<file path="config.mk">
export PLATFORM = sky130hd
export DESIGN_NAME = de_bruijn_prr_successor_generator_unit
export DESIGN_NICKNAME = d
export VERILOG_FILES = /design/src/hw/rtl/dbps_pkg.sv /design/src/hw/rtl/dbps_ram.sv /design/src/hw/rtl/dbps_eval.sv /design/src/hw/rtl/de_bruijn_prr_successor_generator_unit.sv
export SDC_FILE = /design/constraint.sdc
export NUM_CORES = 1
export LEC_CHECK = 0
export BUFFER_PORTS_ARGS = -buffer_cell sky130_fd_sc_hd__clkbuf_2
export CORE_AREA = 8 8 206 208
export CTS_BUF_LIST = sky130_fd_sc_hd__clkbuf_4 sky130_fd_sc_hd__clkbuf_8
export DETAILED_ROUTE_END_ITERATION = 7
export DIE_AREA = 0 0 214 216
export GPL_TIMING_DRIVEN = 1
export PLACE_DENSITY = 0.82
export SETUP_SLACK_MARGIN = 0.5
export SLEW_MARGIN = 20
export SYNTH_ARGS = -nofsm -noshare
export SYNTH_HDL_FRONTEND = slang
export SYNTH_SLANG_ARGS = --single-unit
</file>
<file path="constraint.sdc">
create_clock -name clk -period 14.6 [get_ports clk]
set_input_delay 1.46 -clock clk [delete_from_list [all_inputs] [get_ports clk]]
set_output_delay 1.46 -clock clk [all_outputs]
set_load 0.01 [all_outputs]
</file>
<file path="src/hw/rtl/dbps_pkg.sv">
// shared constants and types of the de bruijn successor generator
package dbps_pkg;

	localparam int MAX_ORDER = 32;
	localparam int ORDER_W   = 6;
	localparam int WIN_AW    = $clog2(MAX_ORDER);
	localparam int CNT_W     = MAX_ORDER + 1;
	localparam int RUN_DEPTH = MAX_ORDER + 2;
	localparam int RUN_AW    = $clog2(RUN_DEPTH);
	localparam int RUN_W     = ORDER_W;

	localparam logic [MAX_ORDER-1:0] START_WIN = {(MAX_ORDER/2){2'b10}};

	localparam logic       REG_ORDER = 1'b0;
	localparam logic       REG_RULE  = 1'b1;

	localparam logic [1:0] MODE_OPP = 2'd0;
	localparam logic [1:0] MODE_LC  = 2'd1;
	localparam logic [1:0] MODE_RL  = 2'd2;

	typedef struct packed {
		logic                 start;
		logic [MAX_ORDER-1:0] x;
		logic [ORDER_W-1:0]   n;
		logic [1:0]           mode;
	} eval_req_t;

	typedef struct packed {
		logic done;
		logic member;
	} eval_rsp_t;

endpackage

</file>
<file path="src/hw/rtl/dbps_ram.sv">
// generic ram, one write port and two registered read ports
module dbps_ram #(
	parameter int WIDTH = 8,
	parameter int DEPTH = 16
) (
	input  logic                     clk,
	input  logic                     we,
	input  logic [$clog2(DEPTH)-1:0] waddr,
	input  logic [WIDTH-1:0]         wdata,
	input  logic [$clog2(DEPTH)-1:0] raddr_a,
	input  logic [$clog2(DEPTH)-1:0] raddr_b,
	output logic [WIDTH-1:0]         rdata_a,
	output logic [WIDTH-1:0]         rdata_b
);

	logic [WIDTH-1:0] mem_q [DEPTH];

	always_ff @(posedge clk) begin
		if (we) begin
			mem_q[waddr] <= wdata;
		end
		rdata_a <= mem_q[raddr_a];
		rdata_b <= mem_q[raddr_b];
	end

endmodule

</file>
<file path="src/hw/rtl/dbps_eval.sv">
// membership test sequencer: bit scan, prr shift, least rotation over stored runs
module dbps_eval import dbps_pkg::*; (
	input  logic      clk,
	input  logic      arst_n,
	input  eval_req_t req,
	output eval_rsp_t rsp
);

	typedef enum logic [7:0] {
		E_IDLE = 8'b0000_0001,
		E_SPS  = 8'b0000_0010,
		E_PRT  = 8'b0000_0100,
		E_PRS  = 8'b0000_1000,
		E_RLS  = 8'b0001_0000,
		E_LRR  = 8'b0010_0000,
		E_LRC  = 8'b0100_0000,
		E_MOD  = 8'b1000_0000
	} est_t;

	est_t                 st_q;
	logic [1:0]           mode_q;
	logic [ORDER_W-1:0]   n_q;
	logic [MAX_ORDER-1:0] x_q, cur_q;
	logic                 sb_phase_q, sw_q, sb_q;
	logic [RUN_AW-1:0]    i_q, r_q, p_q, rem_q;
	logic [RUN_W-1:0]     j_q, run2_q, t_q;
	logic                 ok_q, okp_q;
	logic                 done_q, mem_q;

	logic                 bi, bnx, cont;
	logic [RUN_W-1:0]     len;
	logic [RUN_AW-1:0]    k;
	logic                 ok_new, okp_new, special_end;
	logic                 fb;
	logic [MAX_ORDER-1:0] shifted;
	logic                 t_go;
	logic [RUN_W-1:0]     da, db;
	logic                 rl_fin;
	logic                 ram_we;

	always_comb begin
		bi      = cur_q[WIN_AW'(i_q - 6'd1)];
		bnx     = cur_q[WIN_AW'(i_q)];
		cont    = (i_q < n_q) && (bi == bnx);
		len     = j_q + 6'd1;
		k       = r_q + 6'd1;
		ok_new  = (k >= 6'd3) ? (ok_q && (len == run2_q)) : ok_q;
		okp_new = (k >= 6'd3) ? ok_q : okp_q;
		// odd run count, middle runs equal, leading 1 0, last run longer
		special_end = k[0] && (k >= 6'd3) && okp_new && cur_q[0] && !cur_q[1]
			&& (len > run2_q);
		fb      = cur_q[0] ^ cur_q[1] ^ cur_q[WIN_AW'(n_q - 6'd1)];
		shifted = (cur_q >> 1) | (MAX_ORDER'(fb) << (n_q - 6'd1));
		t_go    = (t_q < (n_q - 6'd1))
			&& (cur_q[WIN_AW'(t_q)] == cur_q[WIN_AW'(t_q + 6'd1)]);
		ram_we  = (st_q == E_RLS) && !cont;
		// rotation accepted and length divisible by period
		if (cur_q[0] == cur_q[WIN_AW'(n_q - 6'd1)]) begin
			rl_fin = (rem_q == '0) && ((p_q == r_q) || !cur_q[0] || !p_q[0]);
		end else begin
			rl_fin = (rem_q == '0) && !cur_q[0];
		end
	end

	dbps_ram #(.WIDTH(RUN_W), .DEPTH(RUN_DEPTH)) u_runs (
		.clk     (clk),
		.we      (ram_we),
		.waddr   (k),
		.wdata   (len),
		.raddr_a (i_q - p_q),
		.raddr_b (i_q),
		.rdata_a (da),
		.rdata_b (db)
	);

	always_ff @(posedge clk or negedge arst_n) begin
		if (!arst_n) begin
			st_q   <= E_IDLE;
			done_q <= 1'b0;
			mem_q  <= 1'b0;
		end else begin
			done_q <= 1'b0;
			unique case (st_q)
				E_IDLE: begin
					if (req.start) begin
						mode_q     <= req.mode;
						n_q        <= req.n;
						x_q        <= req.x;
						cur_q      <= req.x;
						sb_phase_q <= 1'b0;
						i_q        <= (req.mode == MODE_RL) ? 6'd2 : 6'd1;
						j_q        <= '0;
						r_q        <= '0;
						ok_q       <= 1'b1;
						okp_q      <= 1'b1;
						t_q        <= 6'd1;
						priority if (req.mode == MODE_OPP) begin
							st_q <= E_SPS;
						end else if (req.mode == MODE_LC && req.x[0] != req.x[1]) begin
							st_q <= E_PRT;
						end else if (req.mode == MODE_RL) begin
							st_q <= E_RLS;
						end else begin
							done_q <= 1'b1;
							mem_q  <= 1'b0;
						end
					end
				end
				E_SPS: begin
					i_q <= i_q + 6'd1;
					if (cont) begin
						j_q <= j_q + 6'd1;
					end else begin
						j_q   <= '0;
						r_q   <= k;
						ok_q  <= ok_new;
						okp_q <= okp_new;
						if (k == 6'd2) begin
							run2_q <= len;
						end
						if (i_q == n_q) begin
							if (!sb_phase_q) begin
								sw_q <= special_end;
								t_q  <= 6'd1;
								st_q <= E_PRT;
							end else begin
								sb_q <= special_end;
								if (x_q[0] != x_q[1]) begin
									i_q  <= 6'd2;
									j_q  <= '0;
									r_q  <= '0;
									st_q <= E_RLS;
								end else begin
									done_q <= 1'b1;
									mem_q  <= sw_q;
									st_q   <= E_IDLE;
								end
							end
						end
					end
				end
				E_PRT: begin
					if (t_go) begin
						t_q <= t_q + 6'd1;
					end else begin
						st_q <= E_PRS;
					end
				end
				E_PRS: begin
					cur_q <= shifted;
					t_q   <= t_q - 6'd1;
					if (t_q == 6'd1) begin
						i_q   <= (mode_q == MODE_OPP) ? 6'd1 : 6'd2;
						j_q   <= '0;
						r_q   <= '0;
						ok_q  <= 1'b1;
						okp_q <= 1'b1;
						sb_phase_q <= 1'b1;
						st_q  <= (mode_q == MODE_OPP) ? E_SPS : E_RLS;
					end
				end
				E_RLS: begin
					i_q <= i_q + 6'd1;
					if (cont) begin
						j_q <= j_q + 6'd1;
					end else begin
						j_q <= '0;
						r_q <= k;
						if (i_q == n_q) begin
							priority if (k == 6'd1) begin
								done_q <= 1'b1;
								mem_q  <= (mode_q == MODE_OPP) ? (sw_q | !sb_q) : 1'b1;
								st_q   <= E_IDLE;
							end else if (cur_q[0] == cur_q[1]) begin
								done_q <= 1'b1;
								mem_q  <= (mode_q == MODE_OPP) ? sw_q : 1'b0;
								st_q   <= E_IDLE;
							end else begin
								i_q  <= 6'd2;
								p_q  <= 6'd1;
								st_q <= E_LRR;
							end
						end
					end
				end
				E_LRR: begin
					st_q <= E_LRC;
				end
				E_LRC: begin
					if (da > db) begin
						done_q <= 1'b1;
						mem_q  <= (mode_q == MODE_OPP) ? sw_q : 1'b0;
						st_q   <= E_IDLE;
					end else begin
						if (da < db) begin
							p_q <= i_q;
						end
						if (i_q == r_q) begin
							rem_q <= r_q;
							st_q  <= E_MOD;
						end else begin
							i_q  <= i_q + 6'd1;
							st_q <= E_LRR;
						end
					end
				end
				E_MOD: begin
					if (rem_q >= p_q) begin
						rem_q <= rem_q - p_q;
					end else begin
						done_q <= 1'b1;
						mem_q  <= (mode_q == MODE_OPP) ? (sw_q | (rl_fin & !sb_q)) : rl_fin;
						st_q   <= E_IDLE;
					end
				end
				default: st_q <= E_IDLE;
			endcase
		end
	end

	assign rsp.done   = done_q;
	assign rsp.member = mem_q;

endmodule

</file>
<file path="src/hw/rtl/de_bruijn_prr_successor_generator_unit.sv">
// top level of the de bruijn prr successor generator
//
// channel   dir  signals                          content
// s_axis    in   tvalid tready tdata[7:0]         tdata[0] restart
// m_axis    out  tvalid tready tdata[7:0] tlast   tdata[0] seq_bit, tlast period_end
// cfg       in   valid ready index data[5:0]      index 0 order, 1 rule_mode
//
// one bit takes two membership tests in the shared evaluator, each made of up to
// two run scans, the prr shift, a run scan into the run ram, least-rotation steps
// and a remainder loop, or ended at once when the first two bits decide; the top
// level steps through its own control states around them.
// s_axis_tready is low while a bit is worked on; the output register holds one
// result, and a stalled m_axis only delays the next bit. reset loads order 3,
// rule 0, the alternating window and a zero bit count.
module de_bruijn_prr_successor_generator_unit import dbps_pkg::*; (
	input  logic               clk,
	input  logic               arst_n,
	input  logic               s_axis_tvalid,
	output logic               s_axis_tready,
	input  logic [7:0]         s_axis_tdata,  // [0] restart, [7:1] zero
	output logic               m_axis_tvalid,
	input  logic               m_axis_tready,
	output logic [7:0]         m_axis_tdata,  // [0] seq_bit, [7:1] zero
	output logic               m_axis_tlast,
	input  logic               cfg_valid,
	output logic               cfg_ready,
	input  logic               cfg_index,
	input  logic [ORDER_W-1:0] cfg_data
);

	typedef enum logic [3:0] {
		T_IDLE = 4'b0001,
		T_EV1  = 4'b0010,
		T_EV2  = 4'b0100,
		T_FIN  = 4'b1000
	} tst_t;

	tst_t                 st_q;
	logic [ORDER_W-1:0]   order_q;
	logic [1:0]           rule_q;
	logic [MAX_ORDER-1:0] win_q, w_q;
	logic [CNT_W-1:0]     cnt_q;
	logic                 rep_q;
	logic                 ov_q, obit_q, olast_q;

	logic [ORDER_W-1:0]   n;
	logic [MAX_ORDER-1:0] mask, base, nw;
	logic [CNT_W-1:0]     period, cnt1;
	logic                 s_acc, out_free, v;
	eval_req_t            req;
	eval_rsp_t            rsp;

	always_comb begin
		priority if (order_q < 6'd3) begin
			n = 6'd3;
		end else if (order_q > ORDER_W'(MAX_ORDER)) begin
			n = ORDER_W'(MAX_ORDER);
		end else begin
			n = order_q;
		end
		mask     = {MAX_ORDER{1'b1}} >> (ORDER_W'(MAX_ORDER) - n);
		period   = CNT_W'(1) << n;
		s_acc    = s_axis_tvalid && s_axis_tready;
		out_free = !ov_q || m_axis_tready;
		base     = (s_axis_tdata[0] ? START_WIN : win_q) & mask;
		v        = w_q[0] ^ w_q[1] ^ w_q[WIN_AW'(n - 6'd1)];
		nw       = (w_q >> 1) | (MAX_ORDER'(v ^ rep_q) << (n - 6'd1));
		cnt1     = cnt_q + CNT_W'(1);
		req.start = (st_q == T_IDLE && s_acc) || (st_q == T_EV1 && rsp.done);
		req.x     = (st_q == T_IDLE) ? base : (w_q ^ MAX_ORDER'(1));
		req.n     = n;
		req.mode  = rule_q;
	end

	dbps_eval u_eval (
		.clk    (clk),
		.arst_n (arst_n),
		.req    (req),
		.rsp    (rsp)
	);

	always_ff @(posedge clk or negedge arst_n) begin
		if (!arst_n) begin
			st_q    <= T_IDLE;
			order_q <= 6'd3;
			rule_q  <= MODE_OPP;
			win_q   <= START_WIN;
			cnt_q   <= '0;
			ov_q    <= 1'b0;
			olast_q <= 1'b0;
			obit_q  <= 1'b0;
		end else begin
			if (cfg_valid) begin
				unique case (cfg_index)
					REG_ORDER: order_q <= cfg_data;
					REG_RULE:  rule_q  <= cfg_data[1:0];
					default:   ;
				endcase
			end
			if (m_axis_tvalid && m_axis_tready && !(st_q == T_FIN && out_free)) begin
				ov_q <= 1'b0;
			end
			unique case (st_q)
				T_IDLE: begin
					if (s_acc) begin
						w_q <= base;
						if (s_axis_tdata[0]) begin
							win_q <= START_WIN;
							cnt_q <= '0;
						end
						st_q <= T_EV1;
					end
				end
				T_EV1: begin
					if (rsp.done) begin
						rep_q <= rsp.member;
						st_q  <= T_EV2;
					end
				end
				T_EV2: begin
					if (rsp.done) begin
						rep_q <= rep_q | rsp.member;
						st_q  <= T_FIN;
					end
				end
				T_FIN: begin
					if (out_free) begin
						ov_q   <= 1'b1;
						obit_q <= w_q[0];
						win_q  <= (win_q & ~mask) | (nw & mask);
						if (cnt1 >= period) begin
							olast_q <= 1'b1;
							cnt_q   <= '0;
						end else begin
							olast_q <= 1'b0;
							cnt_q   <= cnt1;
						end
						st_q <= T_IDLE;
					end
				end
				default: st_q <= T_IDLE;
			endcase
		end
	end

	assign s_axis_tready = (st_q == T_IDLE);
	assign cfg_ready     = 1'b1;
	assign m_axis_tvalid = ov_q;
	assign m_axis_tdata  = {7'd0, obit_q};
	assign m_axis_tlast  = olast_q;

endmodule

</file>
* Word-level counts from Yosys, hierarchy flattened
Memory sizes are Yosys's and may differ from the RTL's. A register that Yosys moved wholly into a read port is not among the register bits.
Cells that the tools add are included.
** Storage, ports and cells
- Flip-flop bits (word level) :: 212
- RAM bits :: 204
- Input port bits :: 20
- Output and inout port bits :: 12
- Word-level logic and storage cells :: 353
- Memories :: 1
** Cells by class
- Add/subtract/negate cells :: 12
- $lt $le $gt $ge :: 16
- Equality and inequality tests :: 58
- Shifts and indexed selects :: 4
- Mux-type cells :: 145
- Bitwise operators :: 20
- Reduce and logical (&&, ||, !) cells :: 68
** Memories
- u_eval.u_runs.mem_q :: depth 34, bits a word 6, rd ports 2, clocked after memory_dff 2, write ports 1, line dbps_ram.sv:16 : logic [WIDTH-1:0] mem_q [DEPTH];
** Operators with widths (number)
- 2-to-1 mux 6 bit :: 37
- 2-to-1 mux 32 bit :: 5
- 2-to-1 mux 33 bit :: 4
- one-hot mux 32 bit (2 select lines) :: 2
- 2-to-1 mux 8 bit :: 15
- bitwise AND 32 bit :: 3
- one-hot mux 33 bit (2 select lines) :: 1
- bitwise OR 31 x 32 -> 32 bit :: 2
- one-hot mux 8 bit (8 select lines) :: 1
- << shifter 1 x 6 -> 32 bit :: 2
- 2-to-1 mux 1 bit :: 53
- one-hot mux 6 bit (4 select lines) :: 2
- less-than comparator 5 x 6 -> 1 bit (second input constant) :: 6
- adder 33 x 1 -> 33 bit (second input constant) :: 1
- >= comparator 33 bit :: 1
- << shifter 1 x 6 -> 33 bit (first input constant) :: 1
- inequality test 2 bit (second input constant) :: 16
- inverter 32 bit :: 1
- bitwise OR 32 bit :: 1
- >> shifter 32 x 6 -> 32 bit (first input constant) :: 1
- binary-select mux 1 bit (select 5 bit) :: 6
- one-hot mux 6 bit (5 select lines) :: 1
- inequality test 2 x 1 -> 1 bit (second input constant) :: 13
- adder 6 x 1 -> 6 bit (second input constant) :: 4
- other kinds (63) :: 144

* Longest topological paths before layout
- Depth after elaboration :: 14
- Mapped depth :: 21
- Gate-level depth less buffers :: 15

* By module
Synthesis repeated with hierarchy kept, for this count alone.
** Second synthesis, totals
- Cells, all modules :: 2383
- Area, all modules :: 26455.4 sq um
** By module, submodules not included
- dbps_ram :: times used 1, cells each 702, area an instance 10510.1 sq um, sequential area each 6366.1 sq um
- de_bruijn_prr_successor_generator_unit :: times used 1, cells each 912, area an instance 8125.3 sq um, sequential area each 3016.6 sq um
- dbps_eval :: times used 1, cells each 769, area an instance 7820.0 sq um, sequential area each 2894.0 sq um

* Worst setup path before layout
No wires, ideal clock.
- Kind :: register to register
- Start point :: register u_eval.i_q[1]
- End point :: register u_eval.p_q[0], enable pin
- Setup time :: 0.379 ns
- Arrival time :: 5.123 ns
- Required time :: 14.221 ns
- Slack :: 9.098 ns
- Stages on the path, launching flop included :: 14
- Buffers on the path :: 4
- Period minus slack after synthesis :: 5.502 ns
- Path through :: edfxtp_1 > buf_2 > buf_1 > buf_1 > clkbuf_1 > inv_1 > ha_1 > xnor2_1 > mux4_2 > mux4_2 > or3_4 > a31oi_2 > a21oi_1 > a211oi_1
** Between the ends
- Word-level cells in the longest chain between the ends :: 7
- Elaborated cells between the ends (all ways) :: 12
- Those cells by class :: 1 x add/sub; 1 x order compare; 4 x eq/ne; 4 x mux; 2 x reduce/logical
** RTL lines
- start: declaration :: line dbps_eval.sv:25 : logic [RUN_AW-1:0] i_q, r_q, p_q, rem_q;
- start signal: assignment :: line dbps_eval.sv:91 : i_q <= (req.mode == MODE_RL) ? 6'd2 : 6'd1;
- start signal: assignment :: line dbps_eval.sv:110 : i_q <= i_q + 6'd1;
- start signal: assignment :: line dbps_eval.sv:153 : i_q <= (mode_q == MODE_OPP) ? 6'd1 : 6'd2;
- subtractor 5 x 1 -> 5 bit :: line dbps_eval.sv:42 : bi = cur_q[WIN_AW'(i_q - 6'd1)];
- binary-select mux 1 bit (select 5 bit) :: line dbps_eval.sv:42
- 2-to-1 mux 1 bit (implied by the code) :: line dbps_eval.sv:42
- equality test 1 bit :: line dbps_eval.sv:44 : cont = (i_q < n_q) && (bi == bnx);
- logical AND 1 bit :: line dbps_eval.sv:44
- inequality test 2 bit (no line)
- AND reduction 8 bit (no line) (*)
- end signal: assignment :: line dbps_eval.sv:196 : p_q <= i_q;
- end: declaration :: line dbps_eval.sv:25
Every way passes the cells marked *; elsewhere a longest branch is shown, timed or not. The select of a mux whose other input is x is not followed.
A chain may end at the register's enable or synchronous reset.

* Worst setup path after layout
- Start point :: register order_q[5]
- End point :: register cnt_q[8]
** Between the ends
- Word-level cells in the longest chain between the ends :: 8
- Elaborated cells between the ends (all ways) :: 9
- Those cells by class :: 3 x order compare; 1 x shift; 5 x mux
** RTL lines
- start: declaration :: line de_bruijn_prr_successor_generator_unit.sv:39 : logic [ORDER_W-1:0] order_q;
- start signal: assignment :: line de_bruijn_prr_successor_generator_unit.sv:95 : REG_ORDER: order_q <= cfg_data;
- greater-than comparator 6 bit :: line de_bruijn_prr_successor_generator_unit.sv:56 : end else if (order_q > ORDER_W'(MAX_ORDER)) begin
- 2-to-1 mux 6 bit :: line de_bruijn_prr_successor_generator_unit.sv:56
- 2-to-1 mux 6 bit (*) :: line de_bruijn_prr_successor_generator_unit.sv:54 : priority if (order_q < 6'd3) begin
- << shifter 1 x 6 -> 33 bit (*) :: line de_bruijn_prr_successor_generator_unit.sv:62 : period = CNT_W'(1) << n;
- >= comparator 33 bit (*) :: line de_bruijn_prr_successor_generator_unit.sv:131 : if (cnt1 >= period) begin
- 2-to-1 mux 33 bit (*) :: line de_bruijn_prr_successor_generator_unit.sv:131
- 2-to-1 mux 33 bit (*) :: line de_bruijn_prr_successor_generator_unit.sv:127 : if (out_free) begin
- one-hot mux 33 bit (2 select lines) (*) :: line de_bruijn_prr_successor_generator_unit.sv:103 : unique case (st_q)
- end signal: assignment :: line de_bruijn_prr_successor_generator_unit.sv:136 : cnt_q <= cnt1;
- end: declaration :: line de_bruijn_prr_successor_generator_unit.sv:42 : logic [CNT_W-1:0] cnt_q;
Marks and branches as above.

==> results.md <==
* Vias in the first global route at between 15k and 20k
* Final WS setup at slightly above 9 ns
* Post-Place Worst Slack at 9.52 ns
* Core Footprint at 39,200 um^2
* Rel. slew slack at 24.0%
* Drc violations at 0
* Root cell of the clock tree: clkbuf_8
* Yosys reg bits at 427
* Clock Tree Buf Depth at 3
* Fin crit share at a little over a third
* Sequential area share after synthesis at 48.4%
* Crit path buf inv count at 1
* Initial antenna violation count at 2
* Final wirelength at about 69,000 um
* H-tree levels at 3
* DRT Pass-1 Iters at 6
* Synth cell types at 90
* Crit Path Class: reg -> reg
* Initial DRC Count at ~2.8k
* Post-synth ARST share at 21.1%
* Die Footprint at approximately 46,000 um^2
* Syn avg cell area at 11.8 um^2
* Post-synth EDFFs at 325
* Yosys warns at 0
* Worst-case reg-to-reg path depth at 15
* Crit Path Max Fanout at 42
* CP Cell Sequence: or4_1 -> nand2_4 -> ha_1 -> and2_1 -> nand2_1 -> ha_1 -> nor2b_1 -> o21a_1 -> o21ai_0 -> a21oi_1 -> o311a_1 -> o21ai_2 -> buf_4 -> nand2_1 -> o211ai_1
* Worst min path class: reg -> reg
* Hold Fails Final Rpt at 0
* Setup slack, reg-to-reg at roughly 9.3 ns
* Arr. time, crit path at 5.79 ns
* TritonCTS Buffers at 73
* Commonest cells after routing, fill and taps aside: 325 x edfxtp_1, 193 x nand2_1, 174 x nor2_1
* Fillers at 2,640
* RSZ-0062 raised after global routing: false
* Slew Limit Fails at 0
* Synth Cell Area at approximately 25,000 um^2
* Largest net degree at the start of global routing at 60
* Crit. path cell count at 15
* Num ports at 32
* Clk sinks at 427
* Layout area overhead at 7.77%
* Post-DRT Antenna Nets at 0
* Power per Cell Area at 97.4 nW/um^2
* Cells after DPL at 2,601
* Via count at 19.4k
* Fin util at around 70%
* IO Port Bufs at 16
* Nets at 2,260
* Family with the most delay on the worst path: simple AND/OR/NAND/NOR gates
* Clock transition at path regs at 0.07 ns
* Post-DR vias/cell at 7.10
* Minimum clock period after layout at 5.25 ns
* Die Width at 214 um
* Row count at 73
* Count of final setup violators at 0
* Gates resized, CTS repair at 0
* Top FF cell, synth: edfxtp_1
* Slowest CP cell: or4_1
* CTS tree: built
* CTS Hold Bufs at 0
* First-pass GRT wire length at 108,000 um
* Leak at 9.22 nW
* DP Wirelength at roughly 47,000 um
* Worst-skew pair later-pin latency at 0.65 ns
* Placer Congestion at approximately 0.94
* Wire per inst at 25.2 um
* Ratio of cells with drive above 1 in the final layout at 18.3%
* Skew final at 0.0395 ns
* Worst EP required at roughly 15 ns
* Antenna cell count at 0
* Starting Density at 64.7%
* Final setup TNS at 0 ns
* Fin cells at about 2.7k
* Startpoint types: register
* CP peak stage delay at roughly 0.84 ns
* Mapped Cells at ~2.2k
* Status: finished, final reports clean
* Grt total ovfl at 0
* Post-CTS Setup Repair Bufs at 0
* Crit end category: register
* Maxcap violations at 0
* GRT Total Usage at 29.3%
* Peak supply drop at 90.7 uV
* Worst Tran Pin Value at 1.13 ns
* Max Freq at roughly 190 MHz
* Die H at approximately 220 um
* Most common cell after layout, fill and taps aside: edfxtp_1
* Hold Path Depth at 1
[cell families after synthesis]
| family | after synthesis | synth area share (%) |
|---|---|---|
| compound gates | 410 | 10.5 |
| xor+xnor | 85 | 2.96 |
| fa+ha+maj | 89 | 4.45 |
| buf+inv | 215 | 3.52 |
| flops | 427 | 48.4 |
| mux | 218 | 16.4 |
| other cells | 2 | 0.0296 |
| simple gates | 711 | 13.7 |
[flip-flops by register name, summed over array words and instances, names as in the netlist, 8 cells and up, named ones only]
| signal | flops |
|---|---|
| u_eval.u_runs.mem_q | 204 |
| cnt_q | 33 |
| u_eval.cur_q | 32 |
| w_q | 32 |
| u_eval.st_q | 8 |
[Yosys cell counts, types with 12 or more instances]
master	count	area [um^2]
xor2_1	34	298
o31ai_1	13	97.6
nand2_1	193	724
a21oi_1	148	741
buf_2	14	70.1
a211oi_1	41	308
edfxtp_1	325	9760
and2_1	33	206
buf_1	18	67.6
nor3b_1	18	135
clkbuf_1	96	360
nand4_1	41	257
o21ai_0	53	265
mux2i_1	47	470
dfrtp_1	70	1750
nand3_1	75	375
inv_1	70	263
dfstp_2	20	526
a31oi_1	24	150
nor2b_1	45	282
ha_1	87	1090
mux4_2	157	3540
nor2_1	174	653
a21o_1	14	105
a32o_1	13	130
nand2b_1	18	113
and3_1	31	194
dfxtp_1	12	240
mux2_2	13	146
xnor2_1	50	438
nor3_1	38	190
[power breakdown]
group | internal, mW | total [mW] | switching, mW
sequential | 1.30 | 1.31 | 0.00888
clock | 0.579 | 1.08 | 0.503
combinational | 0.0719 | 0.272 | 0.200
[layer usage]
layer	wire, um	share of wire (%)	track usage [%]
met5	24	0.035	0
met1	24900	36	38.2
met2	33100	48	47.1
met3	7860	11	5.86
met4	3100	4.5	13.9
[path summary, 6_finish.rpt]
check	end	from
setup / recovery	cnt_q[8]	order_q[5]
hold / removal	m_axis_tlast	m_axis_tlast
setup reg to reg	cnt_q[8]	order_q[5]
hold reg to reg	m_axis_tlast	m_axis_tlast
max in group asynchronous	cnt_q[30]	arst_n
min in group asynchronous	cnt_q[4]	arst_n
[area by class of cell]
cell class                 instances  area, um^2  area share [%]
timing repair buffer              55         375            1.37
multi-input combinational       1521       12300            45.1
tap                              525         657            2.40
clock buffer                     110        1310            4.81
clock inverter                    22         121           0.444
sequential                       427       12300            44.9
inverter                          73         274            1.00
[metrics by stage]
| stage | hold slack, ns | instance area, um^2 | total power [mW] |
|---|---|---|---|
| 3_3_place_gp | 0.461 | 25900 | 1.59 |
| 6_report | 0.500 | 27300 | 2.66 |
| 2_1_floorplan | 0.447 | 25400 | 1.52 |
| 4_1_cts | 0.499 | 27300 | 2.66 |
| 5_1_grt | 0.517 | 27300 | 2.74 |
| 3_5_place_dp | 0.485 | 25900 | 1.60 |
(Power assumes the default switching activity.)
